**src/hdl/fcr_pkg.sv**
```systemverilog
// ----------------------------------------------------------------------------
// fcr_pkg - framed command receiver shared definitions
// Codes, field widths and the word passed from the frame parser to mode control.
// ----------------------------------------------------------------------------
package fcr_pkg;

   localparam int NAME_MAX_DEF = 8;
   localparam int PIXEL_COUNT  = 16;
   localparam int LED_COUNT    = 8;
   localparam int SAMPLE_BITS  = 10;
   localparam int PIX_LVL_W    = $clog2(PIXEL_COUNT);
   localparam int LED_LVL_W    = $clog2(LED_COUNT);

   typedef logic [1:0] status_type;
   typedef logic [2:0] mode_type;
   typedef logic [2:0] pattern_type;

   localparam logic [7:0] BYTE_START = 8'h02;
   localparam logic [7:0] BYTE_END   = 8'h03;

   localparam status_type STAT_NONE    = 2'd0;
   localparam status_type STAT_OK      = 2'd1;
   localparam status_type STAT_BAD_END = 2'd2;
   localparam status_type STAT_BAD_LEN = 2'd3;

   localparam mode_type MODE_OFF = 3'd0;
   localparam mode_type MODE_ON  = 3'd1;
   localparam mode_type MODE_LED = 3'd2;
   localparam mode_type MODE_NEO = 3'd3;
   localparam mode_type MODE_SEL = 3'd4;

   localparam pattern_type PAT_NONE        = 3'd0;
   localparam pattern_type PAT_LED_BLINK   = 3'd1;
   localparam pattern_type PAT_LED_ALT     = 3'd2;
   localparam pattern_type PAT_LED_SHIFT   = 3'd3;
   localparam pattern_type PAT_PIX_BLINK   = 3'd4;
   localparam pattern_type PAT_PIX_SHIFT   = 3'd5;
   localparam pattern_type PAT_PIX_BREATHE = 3'd6;

   localparam logic [7:0] LED_CMD_BLINK = 8'h01;
   localparam logic [7:0] LED_CMD_ALT   = 8'h02;
   localparam logic [7:0] LED_CMD_SHIFT = 8'h03;

   localparam logic [7:0] ADC_CMD_ON  = 8'h01;
   localparam logic [7:0] ADC_CMD_OFF = 8'h02;
   localparam logic [7:0] ADC_CMD_LED = 8'h03;
   localparam logic [7:0] ADC_CMD_NEO = 8'h04;

   localparam logic [7:0] NEO_CMD_BLINK   = 8'h10;
   localparam logic [7:0] NEO_CMD_SHIFT   = 8'h20;
   localparam logic [7:0] NEO_CMD_BREATHE = 8'h40;
   localparam logic [7:0] NEO_CMD_SELECT  = 8'h80;

   localparam logic [23:0] WORD_LED = "LED";
   localparam logic [23:0] WORD_ADC = "ADC";
   localparam logic [63:0] WORD_NEO = "NEOPIXEL";

   typedef struct packed {
      status_type  status;
      logic [7:0]  command;
      logic [7:0]  param;
      logic        has_led;
      logic        has_adc;
      logic        has_neo;
   } frame_evt_type;

endpackage

```
**src/hdl/framed_command_receiver_mode_control.sv**
```systemverilog
// ----------------------------------------------------------------------------
// framed_command_receiver_mode_control - framed command receiver, top level
// Usage:
//   req_ carries one word per handshake: a serial byte (req_cmd 0) or a
//   converter sample (req_cmd 1). rsp_ returns exactly one word for each
//   request word, in order: the echo, frame status, mode after the word,
//   any requested pattern and the LED and pixel masks.
//   rsp_valid rises once the word has passed both registers: the input
//   register takes the word at the accepting edge, and the parse and mode
//   logic load the result register when it is empty or being taken. One
//   word per cycle is sustained while rsp_ready stays high; the result
//   register frees the input side while a result waits.
//   If rsp_ready stays low, the result register holds, the input register
//   fills, and req_ready then drops until the result is taken.
//   Synchronous reset empties both registers, returns the parser to waiting
//   for a start byte, clears the name store and sets the mode to off with no
//   pixels selected.
// ----------------------------------------------------------------------------
module framed_command_receiver_mode_control #(
   parameter int NAME_MAX = fcr_pkg::NAME_MAX_DEF
) (
   input  logic                                clock,
   input  logic                                reset,
   input  logic                                req_valid,
   output logic                                req_ready,
   input  logic                                req_cmd,
   input  logic [7:0]                          req_rx_byte,
   input  logic [fcr_pkg::SAMPLE_BITS-1:0]     req_sample,
   output logic                                rsp_valid,
   input  logic                                rsp_ready,
   output logic                                rsp_echo_valid,
   output logic [7:0]                          rsp_echo_byte,
   output logic [1:0]                          rsp_frame_status,
   output logic [2:0]                          rsp_mode,
   output logic [2:0]                          rsp_pattern_code,
   output logic [7:0]                          rsp_pattern_count,
   output logic [fcr_pkg::LED_COUNT-1:0]       rsp_led_bar,
   output logic [fcr_pkg::PIXEL_COUNT-1:0]     rsp_pixel_mask
);

   logic                              in_valid_ff, in_valid_in;
   logic                              in_cmd_ff;
   logic [7:0]                        in_byte_ff;
   logic [fcr_pkg::SAMPLE_BITS-1:0]   in_sample_ff;
   logic                              out_valid_ff, out_valid_in;
   logic                              advance;
   logic                              step;
   logic                              take;

   fcr_pkg::frame_evt_type            evt;
   fcr_pkg::mode_type                 mode;
   fcr_pkg::pattern_type              pattern_code;
   logic [7:0]                        pattern_count;
   logic [fcr_pkg::LED_COUNT-1:0]     led_bar;
   logic [fcr_pkg::PIXEL_COUNT-1:0]   pixel_mask;

   logic                              echo_valid_ff;
   logic [7:0]                        echo_byte_ff;
   fcr_pkg::status_type               status_ff;
   fcr_pkg::mode_type                 mode_ff;
   fcr_pkg::pattern_type              pattern_code_ff;
   logic [7:0]                        pattern_count_ff;
   logic [fcr_pkg::LED_COUNT-1:0]     led_bar_ff;
   logic [fcr_pkg::PIXEL_COUNT-1:0]   pixel_mask_ff;

   assign advance      = !out_valid_ff || rsp_ready;
   assign req_ready    = !in_valid_ff || advance;
   assign take         = req_valid && req_ready;
   assign step         = in_valid_ff && advance;
   assign in_valid_in  = take ? 1'b1 : (step ? 1'b0 : in_valid_ff);
   assign out_valid_in = advance ? in_valid_ff : out_valid_ff;

   fcr_parse #(
      .NAME_MAX (NAME_MAX)
   ) u_parse (
      .clock   (clock),
      .reset   (reset),
      .step    (step && !in_cmd_ff),
      .rx_byte (in_byte_ff),
      .evt     (evt)
   );

   fcr_mode u_mode (
      .clock         (clock),
      .reset         (reset),
      .step          (step),
      .is_sample     (in_cmd_ff),
      .sample        (in_sample_ff),
      .evt           (evt),
      .mode          (mode),
      .pattern_code  (pattern_code),
      .pattern_count (pattern_count),
      .led_bar       (led_bar),
      .pixel_mask    (pixel_mask)
   );

   always_ff @(posedge clock) begin
      if (reset) begin
         in_valid_ff  <= 1'b0;
         out_valid_ff <= 1'b0;
      end else begin
         in_valid_ff  <= in_valid_in;
         out_valid_ff <= out_valid_in;
      end
   end

   always_ff @(posedge clock) begin
      if (take) begin
         in_cmd_ff    <= req_cmd;
         in_byte_ff   <= req_rx_byte;
         in_sample_ff <= req_sample;
      end
      if (step) begin
         echo_valid_ff    <= !in_cmd_ff;
         echo_byte_ff     <= in_cmd_ff ? 8'd0 : in_byte_ff;
         status_ff        <= in_cmd_ff ? fcr_pkg::STAT_NONE : evt.status;
         mode_ff          <= mode;
         pattern_code_ff  <= pattern_code;
         pattern_count_ff <= pattern_count;
         led_bar_ff       <= led_bar;
         pixel_mask_ff    <= pixel_mask;
      end
   end

   assign rsp_valid         = out_valid_ff;
   assign rsp_echo_valid    = echo_valid_ff;
   assign rsp_echo_byte     = echo_byte_ff;
   assign rsp_frame_status  = status_ff;
   assign rsp_mode          = mode_ff;
   assign rsp_pattern_code  = pattern_code_ff;
   assign rsp_pattern_count = pattern_count_ff;
   assign rsp_led_bar       = led_bar_ff;
   assign rsp_pixel_mask    = pixel_mask_ff;

endmodule

```
**src/hdl/fcr_parse.sv**
```systemverilog
// ----------------------------------------------------------------------------
// fcr_parse - frame parser
// Tracks start/length/name/command/parameter/end and matches the name words.
// ----------------------------------------------------------------------------
module fcr_parse #(
   parameter int NAME_MAX = fcr_pkg::NAME_MAX_DEF
) (
   input  logic                  clock,
   input  logic                  reset,
   input  logic                  step,
   input  logic [7:0]            rx_byte,
   output fcr_pkg::frame_evt_type evt
);

   localparam int LEN_W = $clog2(NAME_MAX + 1);
   localparam int IDX_W = $clog2(NAME_MAX);

   localparam logic [2:0] PH_IDLE  = 3'd0;
   localparam logic [2:0] PH_LEN   = 3'd1;
   localparam logic [2:0] PH_NAME  = 3'd2;
   localparam logic [2:0] PH_CMD   = 3'd3;
   localparam logic [2:0] PH_PARAM = 3'd4;
   localparam logic [2:0] PH_END   = 3'd5;

   logic [2:0]       phase_ff, phase_in;
   logic [LEN_W-1:0] len_ff, len_in;
   logic [LEN_W-1:0] remain_ff, remain_in;
   logic [7:0]       command_ff, command_in;
   logic [7:0]       param_ff, param_in;
   logic [7:0]       name_ff [NAME_MAX];
   logic             clear_name;
   logic             write_name;
   logic [IDX_W-1:0] name_idx;
   logic [NAME_MAX-1:0] live;
   logic             has_led, has_adc, has_neo;
   fcr_pkg::status_type status;

   always_comb begin
      phase_in   = phase_ff;
      len_in     = len_ff;
      remain_in  = remain_ff;
      command_in = command_ff;
      param_in   = param_ff;
      clear_name = 1'b0;
      write_name = 1'b0;
      status     = fcr_pkg::STAT_NONE;
      name_idx   = IDX_W'(len_ff - remain_ff);
      unique case (phase_ff)
         PH_IDLE: begin
            if (rx_byte == fcr_pkg::BYTE_START) begin
               clear_name = 1'b1;
               phase_in   = PH_LEN;
            end
         end
         PH_LEN: begin
            if (rx_byte < 8'd2 || {1'b0, rx_byte} > 9'(NAME_MAX + 2)) begin
               status   = fcr_pkg::STAT_BAD_LEN;
               phase_in = PH_IDLE;
            end else begin
               len_in    = LEN_W'(rx_byte - 8'd2);
               remain_in = LEN_W'(rx_byte - 8'd2);
               phase_in  = (rx_byte == 8'd2) ? PH_CMD : PH_NAME;
            end
         end
         PH_NAME: begin
            write_name = 1'b1;
            remain_in  = remain_ff - LEN_W'(1);
            if (remain_ff == LEN_W'(1)) begin
               phase_in = PH_CMD;
            end
         end
         PH_CMD: begin
            command_in = rx_byte;
            phase_in   = PH_PARAM;
         end
         PH_PARAM: begin
            param_in = rx_byte;
            phase_in = PH_END;
         end
         PH_END: begin
            if (rx_byte == fcr_pkg::BYTE_END) begin
               status     = fcr_pkg::STAT_OK;
               clear_name = 1'b1;
               len_in     = '0;
               remain_in  = '0;
               command_in = '0;
            end else begin
               status = fcr_pkg::STAT_BAD_END;
            end
            phase_in = PH_IDLE;
         end
         default: begin
            phase_in = PH_IDLE;
         end
      endcase
   end

   // live[i]: name position i lies inside the length and before any zero byte
   always_comb begin
      logic run;
      run = 1'b1;
      for (int i = 0; i < NAME_MAX; i++) begin
         run     = run && (LEN_W'(i) < len_ff) && (name_ff[i] != 8'd0);
         live[i] = run;
      end
   end

   always_comb begin
      has_led = 1'b0;
      has_adc = 1'b0;
      has_neo = 1'b0;
      for (int s = 0; s + 3 <= NAME_MAX; s++) begin
         if (live[s + 2] && name_ff[s] == fcr_pkg::WORD_LED[23:16]
               && name_ff[s + 1] == fcr_pkg::WORD_LED[15:8]
               && name_ff[s + 2] == fcr_pkg::WORD_LED[7:0]) begin
            has_led = 1'b1;
         end
         if (live[s + 2] && name_ff[s] == fcr_pkg::WORD_ADC[23:16]
               && name_ff[s + 1] == fcr_pkg::WORD_ADC[15:8]
               && name_ff[s + 2] == fcr_pkg::WORD_ADC[7:0]) begin
            has_adc = 1'b1;
         end
      end
      for (int s = 0; s + 8 <= NAME_MAX; s++) begin
         logic hit;
         hit = live[s + 7];
         for (int k = 0; k < 8; k++) begin
            hit = hit && (name_ff[s + k] == fcr_pkg::WORD_NEO[(7 - k) * 8 +: 8]);
         end
         if (hit) begin
            has_neo = 1'b1;
         end
      end
   end

   always_ff @(posedge clock) begin
      if (reset) begin
         phase_ff   <= PH_IDLE;
         len_ff     <= '0;
         remain_ff  <= '0;
         command_ff <= '0;
         param_ff   <= '0;
         for (int i = 0; i < NAME_MAX; i++) begin
            name_ff[i] <= '0;
         end
      end else if (step) begin
         phase_ff   <= phase_in;
         len_ff     <= len_in;
         remain_ff  <= remain_in;
         command_ff <= command_in;
         param_ff   <= param_in;
         if (clear_name) begin
            for (int i = 0; i < NAME_MAX; i++) begin
               name_ff[i] <= '0;
            end
         end else if (write_name) begin
            name_ff[name_idx] <= rx_byte;
         end
      end
   end

   assign evt.status  = status;
   assign evt.command = command_ff;
   assign evt.param   = param_ff;
   assign evt.has_led = has_led;
   assign evt.has_adc = has_adc;
   assign evt.has_neo = has_neo;

endmodule

```
**src/hdl/fcr_mode.sv**
```systemverilog
// ----------------------------------------------------------------------------
// fcr_mode - mode machine and display masks
// Applies completed frames to the mode and selection, and builds the bars.
// ----------------------------------------------------------------------------
module fcr_mode (
   input  logic                                clock,
   input  logic                                reset,
   input  logic                                step,
   input  logic                                is_sample,
   input  logic [fcr_pkg::SAMPLE_BITS-1:0]     sample,
   input  fcr_pkg::frame_evt_type              evt,
   output fcr_pkg::mode_type                   mode,
   output fcr_pkg::pattern_type                pattern_code,
   output logic [7:0]                          pattern_count,
   output logic [fcr_pkg::LED_COUNT-1:0]       led_bar,
   output logic [fcr_pkg::PIXEL_COUNT-1:0]     pixel_mask
);

   fcr_pkg::mode_type                 mode_ff, mode_in;
   logic [fcr_pkg::PIXEL_COUNT-1:0]   select_ff, select_in;
   logic [fcr_pkg::PIX_LVL_W-1:0]     sel_pos;
   logic [fcr_pkg::PIX_LVL_W-1:0]     pix_lvl;
   logic [fcr_pkg::LED_LVL_W-1:0]     led_lvl;
   logic [fcr_pkg::PIXEL_COUNT-1:0]   pix_bar;
   logic [fcr_pkg::LED_COUNT-1:0]     led_therm;

   assign sel_pos = fcr_pkg::PIX_LVL_W'(evt.param - 8'd1);
   assign pix_lvl = sample[fcr_pkg::SAMPLE_BITS-1 -: fcr_pkg::PIX_LVL_W];
   assign led_lvl = sample[fcr_pkg::SAMPLE_BITS-1 -: fcr_pkg::LED_LVL_W];

   always_comb begin
      for (int i = 0; i < fcr_pkg::PIXEL_COUNT; i++) begin
         pix_bar[i] = (fcr_pkg::PIX_LVL_W'(i) <= pix_lvl);
      end
      for (int i = 0; i < fcr_pkg::LED_COUNT; i++) begin
         led_therm[i] = (fcr_pkg::LED_LVL_W'(i) <= led_lvl);
      end
   end

   always_comb begin
      mode_in      = mode_ff;
      select_in    = select_ff;
      pattern_code = fcr_pkg::PAT_NONE;
      if (!is_sample && evt.status == fcr_pkg::STAT_OK) begin
         if (evt.has_led) begin
            mode_in = fcr_pkg::MODE_OFF;
            case (evt.command)
               fcr_pkg::LED_CMD_BLINK: pattern_code = fcr_pkg::PAT_LED_BLINK;
               fcr_pkg::LED_CMD_ALT:   pattern_code = fcr_pkg::PAT_LED_ALT;
               fcr_pkg::LED_CMD_SHIFT: pattern_code = fcr_pkg::PAT_LED_SHIFT;
               default:                pattern_code = fcr_pkg::PAT_NONE;
            endcase
         end else if (evt.has_adc) begin
            case (evt.command)
               fcr_pkg::ADC_CMD_ON: begin
                  if (mode_ff == fcr_pkg::MODE_OFF || mode_ff == fcr_pkg::MODE_SEL) begin
                     mode_in = fcr_pkg::MODE_ON;
                  end
               end
               fcr_pkg::ADC_CMD_OFF: begin
                  mode_in = fcr_pkg::MODE_OFF;
               end
               fcr_pkg::ADC_CMD_LED: begin
                  if (mode_ff == fcr_pkg::MODE_ON || mode_ff == fcr_pkg::MODE_NEO) begin
                     mode_in = fcr_pkg::MODE_LED;
                  end
               end
               fcr_pkg::ADC_CMD_NEO: begin
                  if (mode_ff == fcr_pkg::MODE_ON || mode_ff == fcr_pkg::MODE_LED) begin
                     mode_in = fcr_pkg::MODE_NEO;
                  end
               end
               default: begin
                  mode_in = mode_ff;
               end
            endcase
         end else if (evt.has_neo) begin
            mode_in = fcr_pkg::MODE_OFF;
            case (evt.command)
               fcr_pkg::NEO_CMD_BLINK:   pattern_code = fcr_pkg::PAT_PIX_BLINK;
               fcr_pkg::NEO_CMD_SHIFT:   pattern_code = fcr_pkg::PAT_PIX_SHIFT;
               fcr_pkg::NEO_CMD_BREATHE: pattern_code = fcr_pkg::PAT_PIX_BREATHE;
               fcr_pkg::NEO_CMD_SELECT: begin
                  // partner pixel sits half a ring away: flip the top index bit
                  select_in = (fcr_pkg::PIXEL_COUNT'(1) << sel_pos)
                     | (fcr_pkg::PIXEL_COUNT'(1) << {~sel_pos[fcr_pkg::PIX_LVL_W-1],
                                                     sel_pos[fcr_pkg::PIX_LVL_W-2:0]});
                  mode_in   = fcr_pkg::MODE_SEL;
               end
               default: pattern_code = fcr_pkg::PAT_NONE;
            endcase
         end
      end
   end

   assign pattern_count = (pattern_code != fcr_pkg::PAT_NONE) ? evt.param : 8'd0;
   assign mode          = mode_in;

   always_comb begin
      led_bar    = '0;
      pixel_mask = '0;
      if (!is_sample) begin
         if (mode_in == fcr_pkg::MODE_SEL) begin
            pixel_mask = select_in;
         end
      end else begin
         case (mode_ff)
            fcr_pkg::MODE_NEO: pixel_mask = pix_bar;
            fcr_pkg::MODE_LED: led_bar    = led_therm;
            fcr_pkg::MODE_SEL: pixel_mask = select_ff;
            default: begin
               led_bar    = '0;
               pixel_mask = '0;
            end
         endcase
      end
   end

   always_ff @(posedge clock) begin
      if (reset) begin
         mode_ff   <= fcr_pkg::MODE_OFF;
         select_ff <= '0;
      end else if (step) begin
         mode_ff   <= mode_in;
         select_ff <= select_in;
      end
   end

endmodule
```
**config.mk**
```make
export PLATFORM = sky130hd
export DESIGN_NAME = framed_command_receiver_mode_control
export DESIGN_NICKNAME = d
export VERILOG_FILES = /design/src/hdl/fcr_pkg.sv /design/src/hdl/framed_command_receiver_mode_control.sv /design/src/hdl/fcr_parse.sv /design/src/hdl/fcr_mode.sv
export SDC_FILE = /design/constraint.sdc
export NUM_CORES = 1
export LEC_CHECK = 0
export BUFFER_PORTS_ARGS = -buffer_cell sky130_fd_sc_hd__buf_2
export CAP_MARGIN = 20
export CORE_MARGIN = 2
export CORE_UTILIZATION = 50
export CTS_BUF_LIST = sky130_fd_sc_hd__clkbuf_4 sky130_fd_sc_hd__clkbuf_8
export CTS_CLUSTER_SIZE = 16
export DETAILED_ROUTE_END_ITERATION = 8
export PLACE_DENSITY = 0.69
export SLEW_MARGIN = 10
export SYNTH_ARGS = -nofsm -noshare
export SYNTH_HDL_FRONTEND = slang
export SYNTH_SLANG_ARGS = --single-unit
```
**constraint.sdc**
```tcl
create_clock -name clock -period 5.65 [get_ports clock]
set_input_delay 0.565 -clock clock [delete_from_list [all_inputs] [get_ports clock]]
set_output_delay 0.565 -clock clock [all_outputs]
set_load 0.1 [all_outputs]
```
# Yosys cells after proc, flatten, opt, wreduce, memory -nomap -nowiden
# Memories as Yosys holds them, arrays and structs flattened.
# Cells that the tools add are included.
[word_totals]
latchBits = 0
ramBits = 64
rom_bits = 0
ff_bits = 116
memories = 1
output_inout_bits = 51
[op_classes]
mul = 0
shifts = 2
bitwise_logic = 10
add_sub_neg = 4
eq_ne = 63
n_reduce_logical = 94
order_cmp = 34
div = 0
muxes = 78
[mem_list]
columns = ["memory", "depth", "word_bits", "rd", "rd_ports_with_merged_regs", "wr", "line", "text"]
rows = [
  ["u_parse.name_ff", 8, 8, 8, 0, 8, "fcr_parse.sv:30", "logic [7:0] name_ff [NAME_MAX];"],
]
[op_table]
columns = ["operator", "count"]
rows = [
  ["equality test 8 x 7 -> 1 bit (second input constant)", 38],
  ["two-way mux 16 bit", 7],
  ["two-way mux 8 bit", 10],
  ["nonzero test 8 bit", 8],
  ["logical AND 1 bit", 63],
  ["two-way mux 3 bit", 16],
  ["equality test 8 x 2 -> 1 bit (second input constant)", 4],
  ["<= comparator 4 bit (first input constant)", 8],
  ["case mux 16 bit (2 select lines)", 1],
  ["<< shifter 1 x 4 -> 16 bit (first input constant)", 2],
  ["two-way mux 1 bit", 31],
  ["<= comparator 3 x 4 -> 1 bit (first input constant)", 4],
  ["< comparator 3 x 4 -> 1 bit (first input constant)", 4],
  ["bitwise OR 16 bit", 1],
  ["case mux 8 bit (2 select lines)", 1],
  ["case mux 3 bit (5 select lines)", 1],
  ["equality test 3 x 2 -> 1 bit (second input constant)", 4],
  ["equality test 3 bit (second input constant)", 4],
  ["<= comparator 3 bit (first input constant)", 4],
  ["case mux 3 bit (4 select lines)", 1],
  ["case mux 4 bit (3 select lines)", 1],
  ["case mux 3 bit (3 select lines)", 1],
  ["equality test 8 x 1 -> 1 bit (second input constant)", 1],
  ["equality test 8 x 3 -> 1 bit (second input constant)", 1],
  ["other kinds (36)", 69],
]

# Longest topological paths before layout
# Gate-level depths: netlist of the first run.
# An unclocked memory read counts as a cell.
[depth]
ltp_word = 33
mapped_depth = 10

# Modules after synthesis
# From an unflattened synthesis of the first run, not the netlist that was laid out.
[hier_totals]
hier_cells = 773
hier_area_um2 = 8674.6
[modules_own_cells]
columns = ["mod", "instances", "area_each_um2", "cells_each"]
rows = [
  ["fcr_parse", 1, 4678.2, 445],
  ["framed_command_receiver_mode_control", 1, 2223.4, 91],
  ["fcr_mode", 1, 1773.0, 237],
]

# Least setup slack after synthesis of the first run
# Ideal clock, no wire load.
[synth_timing]
path_kind = "register -> register"
startpoint = "register out_valid_ff (netlist: rsp_valid)"
endpoint = "memory u_parse.name_ff[3][0], enable pin"
setup_ps = 357
path_slack_ps = 1867
arrival_ps = 3427
path_stages_with_launch = 8
n_path_buf = 0
cell_sequence = "dfxtp_1 -> nor2b_1 -> nand2b_1 -> clkinv_1 -> nand2_1 -> nor3_1 -> nor2_1 -> o21ai_0"
[synth_rtl]
columns = ["item", "line", "text"]
rows = [
  ["start, declared", "framed_command_receiver_mode_control.sv:45", "logic out_valid_ff, out_valid_in;"],
  ["start signal, assigned", "framed_command_receiver_mode_control.sv:103", "out_valid_ff <= out_valid_in;"],
  ["end, declared", "fcr_parse.sv:30", ""],
]

# Worst setup path in the final report of the first run
[layout_timing]
startpoint = "register in_byte_ff[4]"
endpoint = "register pixel_mask_ff, in the netlist rsp_pixel_mask[15] (data pin)"
[layout_via]
elab_chain_len = 10
elab_cells_between_ends = 14
classes_between = "order compare (2); eq/ne (3); mux (7); reduce/logical (2)"
[layout_lines]
columns = ["item", "line", "text"]
rows = [
  ["start, declared", "framed_command_receiver_mode_control.sv:43", "logic [7:0] in_byte_ff;"],
  ["start signal, assigned", "framed_command_receiver_mode_control.sv:110", "in_byte_ff <= req_rx_byte;"],
  ["< comparator 8 x 2 -> 1 bit or greater-than comparator 8 x 4 -> 1 bit (tied branches)", "fcr_parse.sv:56", "if (rx_byte < 8'd2 || {1'b0, rx_byte} > 9'(NAME_MAX + 2)) begin"],
  ["logical OR 1 bit", "fcr_parse.sv:56", ""],
  ["two-way mux 2 bit", "fcr_parse.sv:56", ""],
  ["case mux 2 bit (2 select lines) (*)", "fcr_parse.sv:48", "unique case (phase_ff)"],
  ["equality test 2 x 1 -> 1 bit (*)", "fcr_mode.sv:44", "if (!is_sample && evt.status == fcr_pkg::STAT_OK) begin"],
  ["logical AND 1 bit (*)", "fcr_mode.sv:44", ""],
  ["two-way mux 3 bit", "fcr_mode.sv:44", ""],
  ["equality test 3 bit", "fcr_mode.sv:103", "if (mode_in == fcr_pkg::MODE_SEL) begin"],
  ["two-way mux 16 bit (*)", "fcr_mode.sv:103", ""],
  ["two-way mux 16 bit (*)", "fcr_mode.sv:102", "if (!is_sample) begin"],
  ["named net pixel_mask (one bit)", "framed_command_receiver_mode_control.sv:55", "logic [fcr_pkg::PIXEL_COUNT-1:0] pixel_mask;"],
  ["end signal, assigned", "framed_command_receiver_mode_control.sv:121", "pixel_mask_ff <= pixel_mask;"],
  ["end, declared", "framed_command_receiver_mode_control.sv:64", "logic [fcr_pkg::PIXEL_COUNT-1:0] pixel_mask_ff;"],
]
# The timed path passes the listed nets; every way through them passes the cells marked *.
# A chain may end at the register's enable or synchronous reset.

==> results of run 1 <==
[worst max-delay path: cells and delay by family, from the launching register on]
kind | cells | cell delay [ns]
DFF | 1 | 0.67
AOI/OAI and AO/OA | 2 | 0.47
and+or+nand+nor | 4 | 2.69
[per-layer routing]
metal / GRT usage (%) / vias to the layer above / share of wire [%]
met5: 0 / - / 0
met4: 7.71 / 0 / 1.2
met3: 4.53 / 20 / 7.7
met2: 36.7 / 302 / 45
met1: 35.3 / 3410 / 46
li1: - / 3418 / -
[synthesized netlist by cell type (4+ instances only)]
library cell    n
and2_1         55
nor2b_1        25
nand4_1        14
nor3_1         43
mux2i_1         6
nor4b_1        11
buf_2           4
dfxtp_1        48
nand3_1        41
a211oi_1        4
nand2b_1        5
inv_1          13
a31oi_1         6
o21ai_0        36
o41ai_1         7
edfxtp_1      126
o41ai_2        10
nor3b_1        17
nand4b_1        5
clkbuf_1       41
ha_1            5
or3_1           6
nor4bb_1        4
nand2_1       131
nor4_1         30
buf_1           4
a21oi_1        50
nor2_1         66
or4_1           6
nand3b_1        7
and3_1         10
[sequential cells by signal, summed over array words and instances, names as in the netlist]
signal and flops:
rsp_led_bar 8, in_valid_ff 1, rsp_pixel_mask 16, rsp_echo_byte 8
rsp_pattern_count 8, in_sample_ff 4, u_mode.select_ff 16, rsp_valid 1
u_parse.param_ff 8, u_parse.len_ff 4, u_parse.command_ff 8, u_parse.phase_ff 3
rsp_pattern_code 3, rsp_mode 3, rsp_echo_valid 1, rsp_frame_status 2
in_byte_ff 8, u_mode.mode_ff 3, u_parse.remain_ff 4, in_cmd_ff 1
u_parse.name_ff 64
[power groups by stage]
stage          clock network [µW]  logic (µW)  registers [µW]
2_1_floorplan                   0        71.1            1580
3_3_place_gp                    0         239            1470
3_5_place_dp                    0         240            1470
4_1_cts                       939         240            1450
5_1_grt                       985         253            1450
6_report                      925         241            1450
[per-stage QoR]
step                util (%)  instance area, µm²  power, µW  worst slack (ns)  hold slack, ns
floorplan                  -                8940       1650              1.87           0.440
global placement        54.0                9410       1710              1.86           0.453
detailed placement      54.1                9420       1710              1.74           0.459
CTS                     56.5                9840       2620              1.71           0.234
global route            56.6                9860       2690              1.36           0.226
finish                  56.6                9860       2610              1.64           0.249
[path summary, 6_finish.rpt]
| kind | end | slack, ns | cells after the start |
|---|---|---|---|
| worst max-delay path | rsp_pixel_mask[15]$_DFFE_PP_ | 1.64 | 6 |
| worst min register to register | u_mode.select_ff[2]$_SDFFE_PP0P_ | 0.47 | 2 |
| worst max register to register | rsp_pixel_mask[15]$_DFFE_PP_ | 1.64 | 6 |
| worst min-delay path | in_sample_ff[8]$_DFFE_PP_ | 0.25 | 1 |
[layout make-up]
type | instances | area, µm² | area share (%)
clock buffer | 18 | 248 | 2.51
clock inverter | 14 | 170 | 1.73
inverter | 15 | 56.3 | 0.571
multi-input combinational | 658 | 3930 | 39.9
sequential | 174 | 4740 | 48.1
tap | 225 | 282 | 2.86
timing repair buffer | 78 | 427 | 4.33
[cell families (layout without fill, tap and decap cells)]
logic type | after synthesis | after routing | synth area share, %
flops | 174 | 174 | 53.1
simple gates | 497 | 497 | 30.2
compound gates | 144 | 144 | 11.7
mux | 6 | 6 | 0.672
xor+xnor | 5 | 5 | 0.490
fa+ha+maj | 6 | 6 | 0.923
buf+inv | 66 | 125 | 2.99
==> results.cfg, run 1 <==
[drt]
drt-total-wl_um = 22000
detail_route.vias_per_cell = 6.05
ant_nets = 0
drc_errors = 0
vias = 7150
firstDrtPassIters = 5
wl_per_cell_um = 18.6
drt_iter0_markers = 754

[timing]
maxSlewViolCount = 0
fmax_mhz = 249
final_hold_viol_count = 0
min_period_over_period_pct = 71.0
period_minus_slack_ns = 4.01
rsz0062_at_grt = no
setup_viol = 0
setup_tns_ns = 0
tightest_slew_ns = 1.02
maxSlewHeadroom_pct = 31.4
clock_skew_ns = 0.0138

[grt]
global_route.overflow_total = 0
grt_pass1_vias = 6520
grt_pass1_wl_um = 35100
grt_max_degree = 56
grt_use_total_pct = 24.2
antenna_found_initial = 1

[setup_path]
crit_path_start_kind = register
slowest_delay_ns = 0.81
worstPathRequired_ns = 5.95
worst_setup_path_end_kind = register
critPathMaxFanout = 14
r2r-start = in_byte_ff[4]$_DFFE_PP_
cp_data_arrival_time_ns = 4.31
path_cells = nor4_1, nand4_1, nand4b_1, nor4_1, o21ai_0, o41ai_1
cp-startpoint = in_byte_ff[4]$_DFFE_PP_
cpMaxStageDelayCell = nand4b_1
crit_type = register to register
crit_top_cell = nor4_1

[yosys]
synth_edf_count = 126
synth-seq-area-share_pct = 53.1
ys_types = 74
synth_top_area_share_pct = 42.3
ys_warn_count = 0
yosys.area.top_type = edfxtp_1
netlist_instances = 898
async_reset_ff_share_pct = 0
synth-main-ff-cell = edfxtp_1
ys_ff_latch = 174
synth_nets = 927
synthTopCellsByArea = edfxtp_1, dfxtp_1, nand2_1
postSynthAreaPerCell_um2 = 9.96
syn_area_um2 = 8940

[power_and_ir_drop]
swShare_pct = 28.6
vdd_ir_drop_max_mv = 0.193
leakage_uw = 0.00339
power.share.combinational_pct = 9.2
pwr_density_cell_nw_per_um2 = 265
p_sw_uw = 746
pwr-share-clk_pct = 35.4
p_int_uw = 1870
power_frac_seq_pct = 55.3

[job]
cap_violations = 0

[hold_path]
min_path_type = primary input to register
hold_path.startpoint = req_sample[8]

[clock_tree]
cts_sinks = 174
insertion_delay_ns = 0.48
post_cts_buffers = 0
htreeDepth = 4
postCtsResizedCells = 0
clock_path_buffers = 2
clk_pin_slew_ns = 0.10
cts_tree = yes
root_buffer = clkbuf_8
cts_made_buffers = 17
postCtsHoldBufs = 0

[die]
ios = 74
start_util_pct = 51.3
die_w_um = 138
dieArea_um2 = 19000
rows = 48
core_area_um2 = 17400
die_y_um = 138

[layout]
post_layout_nonfiller_instances = 1182
drive_gt1_share_pct = 14.4
nets = 973
area_delta_synth_final_pct = 10.2
final_cell_mix = nand2_1, edfxtp_1, buf_2
layout_commonest_cell = nand2_1
fillers = 1555
diodes = 0

[placed_design]
dp.cells = 1148
place_congestion = 0.927
port_buffers = 67
hpwl_um = 15100

[run_status]
status = finished, final reports clean
Note: power is estimated with default switching activity, not from simulation.
==> run 2: changes to the inputs <==
Clock period 5.65 ns to 4.1 ns, I/O delays scaled along.
==> run 2 against run 1 <==
Net effect:
- register-to-register slack worse by 1.1 ns
- combinational power is 43% higher
- worst setup slack got worse by 1.1 ns
- critical endpoint unchanged
- cell count grew 1.8%
- clock-buffer cell count unchanged
- critical path type unchanged
==> results.cfg, run 2 (synthesis results as in run 1) <==
[timing]
setup_viol = 0
maxSlewHeadroom_pct = 42.2
tightest_slew_ns = 0.855
setup_tns_ns = 0
maxSlewViolCount = 0
min_period_over_period_pct = 86.6
rsz0062_at_grt = no
hold_slack_ns = 0.121
final_hold_viol_count = 0
clock_skew_ns = 0.0118
fmax_mhz = 282
period_minus_slack_ns = 3.55

[clock_tree]
postCtsHoldBufs = 0
insertion_delay_ns = 0.46
clock_path_buffers = 2
cts_tree = yes
root_buffer = clkbuf_8
htreeDepth = 4
cts_sinks = 174
clk_pin_slew_ns = 0.09
cts_made_buffers = 17
postCtsResizedCells = 0
post_cts_buffers = 0

[die]
die_w_um = 138
die_y_um = 138
start_util_pct = 51.3
rows = 48
ios = 74
core_area_um2 = 17400
dieArea_um2 = 19000

[setup_path]
critPathTopFamily = simple AND/OR/NAND/NOR gates
worstPathRequired_ns = 4.29
cpMaxStageDelayCell = or4_1
path_cells = or4_1, or4b_4, and3_4, nand3_4, o221ai_2, mux2i_1, a21boi_2, buf_4, o41ai_1
crit_type = register to register
cp.buffers_inverters = 1
cp_data_arrival_time_ns = 3.74
crit_path_start_kind = register
critPathMaxFanout = 18
slowest_delay_ns = 0.69
worst_setup_path_end_kind = register

[grt]
grt_use_total_pct = 24.4
antenna_found_initial = 0
global_route.overflow_total = 0
grt_max_degree = 56
grt_pass1_vias = 6666
grt_pass1_wl_um = 35200

[power_and_ir_drop]
pwr_density_cell_nw_per_um2 = 359
vdd_ir_drop_max_mv = 0.263
leakage_uw = 0.00349

[drt]
vias = 7150
wl_per_cell_um = 18.4
detail_route.vias_per_cell = 5.94
drt-total-wl_um = 22100
ant_nets = 0
firstDrtPassIters = 5
drc_errors = 0
drt_iter0_markers = 625

[layout]
area_delta_synth_final_pct = 11.9
layout_commonest_cell = nand2_1
multi_input_comb_area_um2 = 3930
seq_area_um2 = 4740
final_cell_mix = nand2_1, edfxtp_1, buf_2
largest_register_ff_count = 64
fillers = 1534
top_register = u_parse.name_ff
drive_gt1_share_pct = 16.4
diodes = 0
nets = 994

[hold_path]
min_path_type = primary input to register

[placed_design]
port_buffers = 67
hpwl_um = 15600
place_congestion = 0.927

[run_status]
status = finished, final reports clean

[job]
cap_violations = 0
-- run 2: changes by cell type in the layout (fill, tap and decap cells not counted), sizes merged --
cell,before,now
clkinv,4,3
bufinv,2,3
buf,78,99
clkinvlp,0,1
inv,23,22
-- run 2: power breakdown --
part	switching, µW	internal [µW]	leakage [µW]
combinational	287	56.7	0.00167
clock	640	624	0.000216
sequential	46.3	1940	0.00161
-- run 2: stage by stage --
stage / power (µW) / setup slack, ns / instance area (µm²) / util (%) / cells
finish: 3590 / 0.551 / 10000 / 57.5 / 1203
global route: 3700 / 0.455 / 10000 / 57.5 / 1203
CTS: 3610 / 0.642 / 10000 / 57.5 / 1203
detailed placement: 2370 / 0.654 / 9590 / 55.1 / 1171
global placement: 2360 / 0.730 / 9590 / 55.1 / 1171
floorplan: 2280 / 0.317 / 8940 / - / 898
-- run 2: cell type report --
class                      instances  area share [%]
clock buffer                      18            2.41
multi-input combinational        658            39.3
inverter                          15           0.563
timing repair buffer              99            5.75
sequential                       174            47.4
tap                              225            2.81
clock inverter                    14            1.79
-- run 2: worst paths after layout --
path                            cells after the start                                 from  slack, ns                               end
worst min register to register                      2     u_mode.select_ff[2]$_SDFFE_PP0P_       0.47  u_mode.select_ff[2]$_SDFFE_PP0P_
worst min-delay path                                1                       req_rx_byte[0]       0.12           in_byte_ff[0]$_DFFE_PP_
worst max register to register                      9  u_parse.name_ff[2][2]$_SDFFCE_PN0P_       0.55      rsp_pixel_mask[15]$_DFFE_PP_
worst max-delay path                                9  u_parse.name_ff[2][2]$_SDFFCE_PN0P_       0.55      rsp_pixel_mask[15]$_DFFE_PP_
-- run 2: routing by layer --
| metal | global-route usage [%] | routed length (µm) |
|---|---|---|
| met2 | 35.7 | 9710 |
| met5 | 0 | 0 |
| met1 | 36.6 | 10600 |
| met4 | 8.11 | 335 |
| met3 | 4.42 | 1500 |
